## src/rtl/cartesian_to_spherical_macros.svh

```systemverilog
`ifndef CARTESIAN_TO_SPHERICAL_MACROS_SVH
`define CARTESIAN_TO_SPHERICAL_MACROS_SVH

// antecedent implies consequent on the same edge
`define CTS_ASSERT_IMP(label, ante, cons, msg) \
  label: assert property (@(posedge clk_i) disable iff (!rst_ni) (ante) |-> (cons)) \
    else $error(msg);

// condition never true outside reset
`define CTS_ASSERT_NEVER(label, cond, msg) \
  label: assert property (@(posedge clk_i) disable iff (!rst_ni) !(cond)) \
    else $error(msg);

`endif

```

## src/rtl/cts_pkg.sv

```systemverilog
package cts_pkg;

  localparam int unsigned COORD_WIDTH_DEF  = 32;
  localparam int unsigned ANGLE_WIDTH_DEF  = 32;
  localparam int unsigned CORDIC_STEPS_DEF = 32;
  localparam int unsigned DW = 64;
  localparam logic [63:0] INV_TWO_PI_Q64 = 64'h28BE60DB9391054A;

  typedef logic [DW-1:0] word_t;

  // restoring division, elaboration only
  function automatic logic [63:0] udiv64(input logic [63:0] n, input logic [63:0] d);
    logic [64:0] rem;
    logic [63:0] quo;
    rem = '0;
    quo = '0;
    for (int b = 63; b >= 0; b--) begin
      rem = {rem[63:0], n[b]};
      if (rem >= {1'b0, d}) begin
        rem = rem - {1'b0, d};
        quo[b] = 1'b1;
      end
    end
    return quo;
  endfunction

  // arctangent of 2^-i in units of 2^-64 turn
  function automatic logic [63:0] atan_turn(input int unsigned i);
    logic [63:0]  a;
    logic [63:0]  term;
    logic [127:0] prod;
    int unsigned  e;
    a = '0;
    if (i == 0) begin
      return 64'h1 << 61;
    end
    for (int unsigned j = 0; j < 64; j++) begin
      e = i * (2 * j + 1);
      if (e <= 63) begin
        term = udiv64(64'h1 << (63 - e), 64'(2 * j + 1));
        a = j[0] ? a - term : a + term;
      end
    end
    prod = 128'(a) * 128'(INV_TWO_PI_Q64);
    return prod[126:63];
  endfunction

  // Q1.63 inverse CORDIC gain
  function automatic logic [63:0] gain_q63(input int unsigned steps);
    logic [63:0]  prod;
    logic [63:0]  k;
    logic [63:0]  t;
    logic [127:0] sq;
    logic [127:0] pp;
    prod = 64'h1 << 62;
    k = '0;
    for (int unsigned i = 0; i < steps; i++) begin
      if (2 * i < 64) begin
        prod = prod + (prod >> (2 * i));
      end
    end
    for (int b = 63; b >= 0; b--) begin
      t = k | (64'h1 << b);
      sq = 128'(t) * 128'(t);
      pp = 128'(sq[127:64]) * 128'(prod);
      if (pp[127:64] <= (64'h1 << 60)) begin
        k = t;
      end
    end
    return k;
  endfunction

endpackage

```

## src/rtl/cts_cordic_stage.sv

```systemverilog
module cts_cordic_stage #(
  parameter int unsigned IDX   = 0,
  parameter int unsigned TAG_W = 1
) (
  input  logic              clk_i,
  input  logic              rst_ni,
  input  logic              valid_i,
  input  cts_pkg::word_t    x_i,
  input  cts_pkg::word_t    y_i,
  input  cts_pkg::word_t    ang_i,
  input  logic [TAG_W-1:0]  tag_i,
  output logic              valid_o,
  output cts_pkg::word_t    x_o,
  output cts_pkg::word_t    y_o,
  output cts_pkg::word_t    ang_o,
  output logic [TAG_W-1:0]  tag_o
);

  localparam cts_pkg::word_t ATAN = cts_pkg::atan_turn(IDX);

  logic           valid_q;
  cts_pkg::word_t x_q, y_q, ang_q, x_d, y_d, ang_d, dx, dy;
  logic [TAG_W-1:0] tag_q;

  always_comb begin
    dx = cts_pkg::word_t'($signed(y_i) >>> IDX);
    dy = cts_pkg::word_t'($signed(x_i) >>> IDX);
    if (y_i[cts_pkg::DW-1]) begin
      x_d   = x_i - dx;
      y_d   = y_i + dy;
      ang_d = ang_i - ATAN;
    end else begin
      x_d   = x_i + dx;
      y_d   = y_i - dy;
      ang_d = ang_i + ATAN;
    end
  end

  always_ff @(posedge clk_i or negedge rst_ni) begin
    if (!rst_ni) begin
      valid_q <= 1'b0;
    end else begin
      valid_q <= valid_i;
    end
  end

  always_ff @(posedge clk_i) begin
    x_q   <= x_d;
    y_q   <= y_d;
    ang_q <= ang_d;
    tag_q <= tag_i;
  end

  assign valid_o = valid_q;
  assign x_o     = x_q;
  assign y_o     = y_q;
  assign ang_o   = ang_q;
  assign tag_o   = tag_q;

endmodule

```

## config.mk

```make
export PLATFORM = sky130hd
export DESIGN_NAME = cts_cordic_stage
export DESIGN_NICKNAME = d
export VERILOG_FILES = /design/src/rtl/cartesian_to_spherical_macros.svh /design/src/rtl/cts_pkg.sv /design/src/rtl/cts_cordic_stage.sv
export SDC_FILE = /design/constraint.sdc
export NUM_CORES = 1
export LEC_CHECK = 0
export ABC_CLOCK_PERIOD_IN_PS = 800
export BUFFER_PORTS_ARGS = -buffer_cell sky130_fd_sc_hd__buf_4
export CORE_ASPECT_RATIO = 1.4
export CORE_MARGIN = 2
export CORE_UTILIZATION = 35
export DETAILED_ROUTE_END_ITERATION = 12
export MAX_ROUTING_LAYER = met4
export PLACE_DENSITY_LB_ADDON = 0.3
export SYNTH_ARGS = -nofsm -noshare
export SYNTH_HDL_FRONTEND = slang
export SYNTH_SLANG_ARGS = --single-unit
```

## constraint.sdc

```tcl
create_clock -name clk_i -period 0.8 [get_ports clk_i]
set_input_delay 0.16 -clock clk_i [delete_from_list [all_inputs] [get_ports clk_i]]
set_output_delay 0.16 -clock clk_i [all_outputs]
set_load 0.01 [all_outputs]
```

Yosys cells after proc, flatten, opt, wreduce, memory -nomap -nowiden --
Cells that the tools add are included.
Operators by class: $add $sub $neg 5, mux-type cells 3
Operators with widths (count):
- 64-bit 2-to-1 mux | 3
- 64-bit subtractor | 2
- 64-bit by 62-bit adder with 64-bit output (second input constant) | 1
- 64-bit adder | 1
- 64-bit by 62-bit subtractor with 64-bit output (second input constant) | 1
Word-level totals: flip-flop bits (word level) 194, input port bits 196, output and inout port bits 194, logic and storage cells 13

Depth between registers and ports, before layout --
depth after elaboration 2, gate-level depth with buffers 15, mapped depth without buffers 14

Least setup slack after synthesis --
Ideal clock, no wire load.
path kind input to register, start point in y_i[0], end point reg y_q[56], in the netlist y_o[56], setup time 0.128 ns, data arrival time 3.201 ns, data required time 0.672 ns, slack -2.529 ns, stages on the path 14, buffers on the path 0, cell sequence inv_1 > ha_1 > fa_1 > and2b_1 > o2111ai_2 > a311oi_2 > o2111ai_1 > and2_4 > o31ai_2 > a31oi_1 > o31a_1 > a31o_1 > a311o_1 > xnor2_1
Between the ends: longest elaborated chain between the ends 2, elaborated cells between the ends (all ways) 3, classes of those cells 2 x add/sub; 1 x mux
Ends and longest elaborated chain:
- start, declared | line cts_cordic_stage.sv:9 | input cts_pkg::word_t y_i,
- 64-bit subtractor / 64-bit adder (equally long branches) | line cts_cordic_stage.sv:34, cts_cordic_stage.sv:30
- 64-bit 2-to-1 mux (*) | line cts_cordic_stage.sv:28 | if (y_i[cts_pkg::DW-1]) begin
- via y_d[56] | line cts_cordic_stage.sv:22 | cts_pkg::word_t x_q, y_q, ang_q, x_d, y_d, ang_d, dx, dy;
- end signal, assigned | line cts_cordic_stage.sv:49 | y_q <= y_d;
- end, declared | line cts_cordic_stage.sv:22
Mark *: on every way through the listed nets, which the timed path passes. The rest lies on a longest branch.

Worst setup path in the final report --
start point in x_i[0], end point reg y_q[56], in the netlist y_o[56]
Between the ends: longest elaborated chain between the ends 2, elaborated cells between the ends (all ways) 3, classes of those cells 2 x add/sub; 1 x mux
Ends and longest elaborated chain:
- start, declared | line cts_cordic_stage.sv:8 | input cts_pkg::word_t x_i,
- 64-bit subtractor / 64-bit adder (equally long branches) | line cts_cordic_stage.sv:34, cts_cordic_stage.sv:30
- 64-bit 2-to-1 mux (*) | line cts_cordic_stage.sv:28
- via y_d[56] | line cts_cordic_stage.sv:22
Marked as above.

==> reports/metrics.yaml <==
timing:
  final.period_utilization_pct: 359.4
  fin_crit_ns: 2.875
  maxSlewViolCount: 0
  finalHoldViolations: 0
  tightest_slew_ns: 0.7861
  setup_viol: 319
  fmax_mhz: 347.8
  relSlewSlack_pct: 47.04
  rsz0062_at_grt: "true"
  worst_slack_ns: -2.075
route:
  drc: 0
  firstDrtPassIters: 6
  dr_total_vias: 21640
  vias_per_cell: 5.459
  routed_wirelength_um: 90970
  first_iter_violations: 1353
  wl_per_cell_um: 22.95
  postRouteAntennaNets: 0
logic_synthesis:
  synth_top_family_by_area: "compound AO/OA/AOI/OAI gates"
  ys.flop_type: "dfxtp_1"
  synth_fa_ha_area_share_pct: 15.52
  yosysSeqAreaShare_pct: 24.44
  synth_edf_count: 0
  syn_avg_cell_area_um2: 7.704
  async_flop_share_pct: 0.5181
  syn_inst: 2055
  synth-simple-area-share_pct: 14.61
  yosys_warnings: 0
  synth_seq_cells: 193
  synth_area_um2: 15830
  synthXorXnorAreaFrac_pct: 6.971
  synth_cell_types: 85
  synth_compound_area_share_pct: 29.27
  synth_mux_area_share_pct: 1.778
  syn_nets: 2445
hold_path:
  whs_path_depth: 4
  hold_class: "in2reg"
clock_tree:
  clk_pin_slew_ns: 0.09
  clockBufferDepth: 2
  cts_root_buf: "clkbuf_16"
  clock-sinks: 193
  cts_buffers: 17
  htree_levels: 4
  cts_tree: "built"
critical_path:
  crit_path_max_fanout: 3
  cp-end-kind: "register"
  cp.required_ns: 1.19
  crit_type: "in2reg"
  arrival_ns: 3.27
  start_kind: "input pin"
place:
  gp_congestion: 1.008
  io_buffers: 389
  dp_hpwl_um: 71140
  placed_cell_area_um2: 26520
finish:
  final_common_cell: "buf_4"
  syn_to_final_growth_pct: 102.8
  fin_area_um2: 32110
  final_cell_mix: "1,022 x buf_4, 285 x buf_6, 200 x a21oi_1"
  fin_util_pct: 71.53
  fin_nets: 3770
  drive_gt1_share_pct: 57.18
grt:
  grt_max_degree: 40
  grt_pass1_vias: 22400
  antenna_found_initial: 7
  grt_pass1_wl_um: 132500
  track_usage_pct: 38.45
  gr-total-overflow: 0
run:
  cap_violations: 0
run_status:
  status: "finished, violations left"
  violations: "setup timing"
die:
  ios: 390
  dieHeight_um: 255.6
  core_area_um2: 44890
  rows: 92
  die-area_um2: 46970
  fp.dieW_um: 183.7
  start_util_pct: 35.26
pwr:
  p_leak_nw: 14.99
  powerDensity_nw_per_um2: 1541
  vdd_ir_drop_max_v: 0.001733
## layer usage
layer	share of wire, %	vias up	track usage, %
li1	-	9957	-
met1	36	10310	38.05
met2	50	983	66.62
met3	5.8	385	7.627
met4	8.5	0	27.84
met5	0	-	-
## logic make-up (layout without fill, tap and decap cells)
| family | count (synthesis) | after routing |
|---|---|---|
| compound gates | 733 | 733 |
| simple gates | 477 | 477 |
| buf+inv | 304 | 1642 |
| fa+ha+maj | 194 | 194 |
| flops | 193 | 193 |
| xor+xnor | 126 | 126 |
| mux | 28 | 28 |
| other cells | 0 | 7 |
## critical path, cell delays in order
cell and delay [ns]:
buf_8 0.10, buf_8 0.13, ha_4 0.17, fa_2 0.34
nor2b_4 0.15, o21ai_4 0.19, a2111oi_4 0.13, o41ai_2 0.22
buf_4 0.19, nor3_4 0.05, a31oi_4 0.29, o21ai_4 0.12
a211oi_4 0.40, o21ai_2 0.14, a311o_1 0.34, xnor2_1 0.12
## flip-flops by register name (all words and copies together) (netlist names)
| signal | flops |
|---|---|
| y_o | 63 |
| valid_o | 1 |
| tag_o | 1 |
| x_o | 64 |
| ang_o | 64 |
## worst paths after layout
path | startpoint | to | slack, ns
min in group asynchronous | rst_ni | valid_o | 0.53
max | x_i[0] | y_o[56] | -2.07
max in group asynchronous | rst_ni | valid_o | 0.15
min | y_i[0] | x_o[0] | 0.07
## cell type report
cell class                 instances  area, um2
tap                              564      705.7
fill                            3427      12780
clock inverter                    15      202.7
timing repair buffer            1400      12020
clock buffer                      17      425.4
inverter                         210      893.4
antenna                            7      17.52
multi-input combinational       1558      13770
sequential                       193       4075
## report_power, final
group / switching [mW] / internal, mW
registers: 1.15 / 11.7
clock network: 5.00 / 4.59
logic: 13.0 / 14.0
## metrics by stage
step                TNS [ns]  power (mW)  hold WS (ns)  setup slack [ns]  instances
floorplan            -175.17       21.44       -0.1356            -2.188       2055
global placement     -269.84       33.89      -0.06492            -2.870       3761
detailed placement   -273.05       33.99      -0.06323            -2.894       3761
CTS                  -253.10       47.54       0.04276            -2.144       3904
global route         -267.66       51.27       0.05609            -2.211       3964
finish               -257.21       49.48       0.06750            -2.075       3964
## synthesized netlist by cell type (15+ instances only)
library cell / count / area share [%]
a21oi_1: 276 / 8.7
o211ai_1: 20 / 0.95
inv_1: 195 / 4.6
o21bai_1: 66 / 3.1
clkinv_1: 15 / 0.36
nand2_1: 98 / 2.3
nand2b_1: 17 / 0.67
a211oi_1: 19 / 0.90
buf_1: 23 / 0.55
a21o_1: 41 / 1.9
nor2b_1: 18 / 0.71
a31oi_1: 15 / 0.59
xnor2_1: 118 / 6.5
ha_1: 190 / 15
nand3_1: 21 / 0.66
nand4_1: 46 / 1.8
clkbuf_1: 59 / 1.4
nor4_1: 28 / 1.1
nor2_1: 159 / 3.8
nor3_1: 33 / 1.0
dfxtp_1: 192 / 24
o31ai_1: 27 / 1.3
mux2i_1: 27 / 1.7
o21ai_0: 138 / 4.4
## timing repair
| item | 4_1_cts | 5_1_grt |
|---|---|---|
| pin swaps | 207 | 161 |
| hold endpoints to repair | 68 | 0 |
| resized for setup | 667 | 224 |
| hold buffers | 68 | 0 |
| setup endpoints to repair | 321 | 320 |
| setup buffers | 54 | 66 |
(Power assumes the default switching activity.)
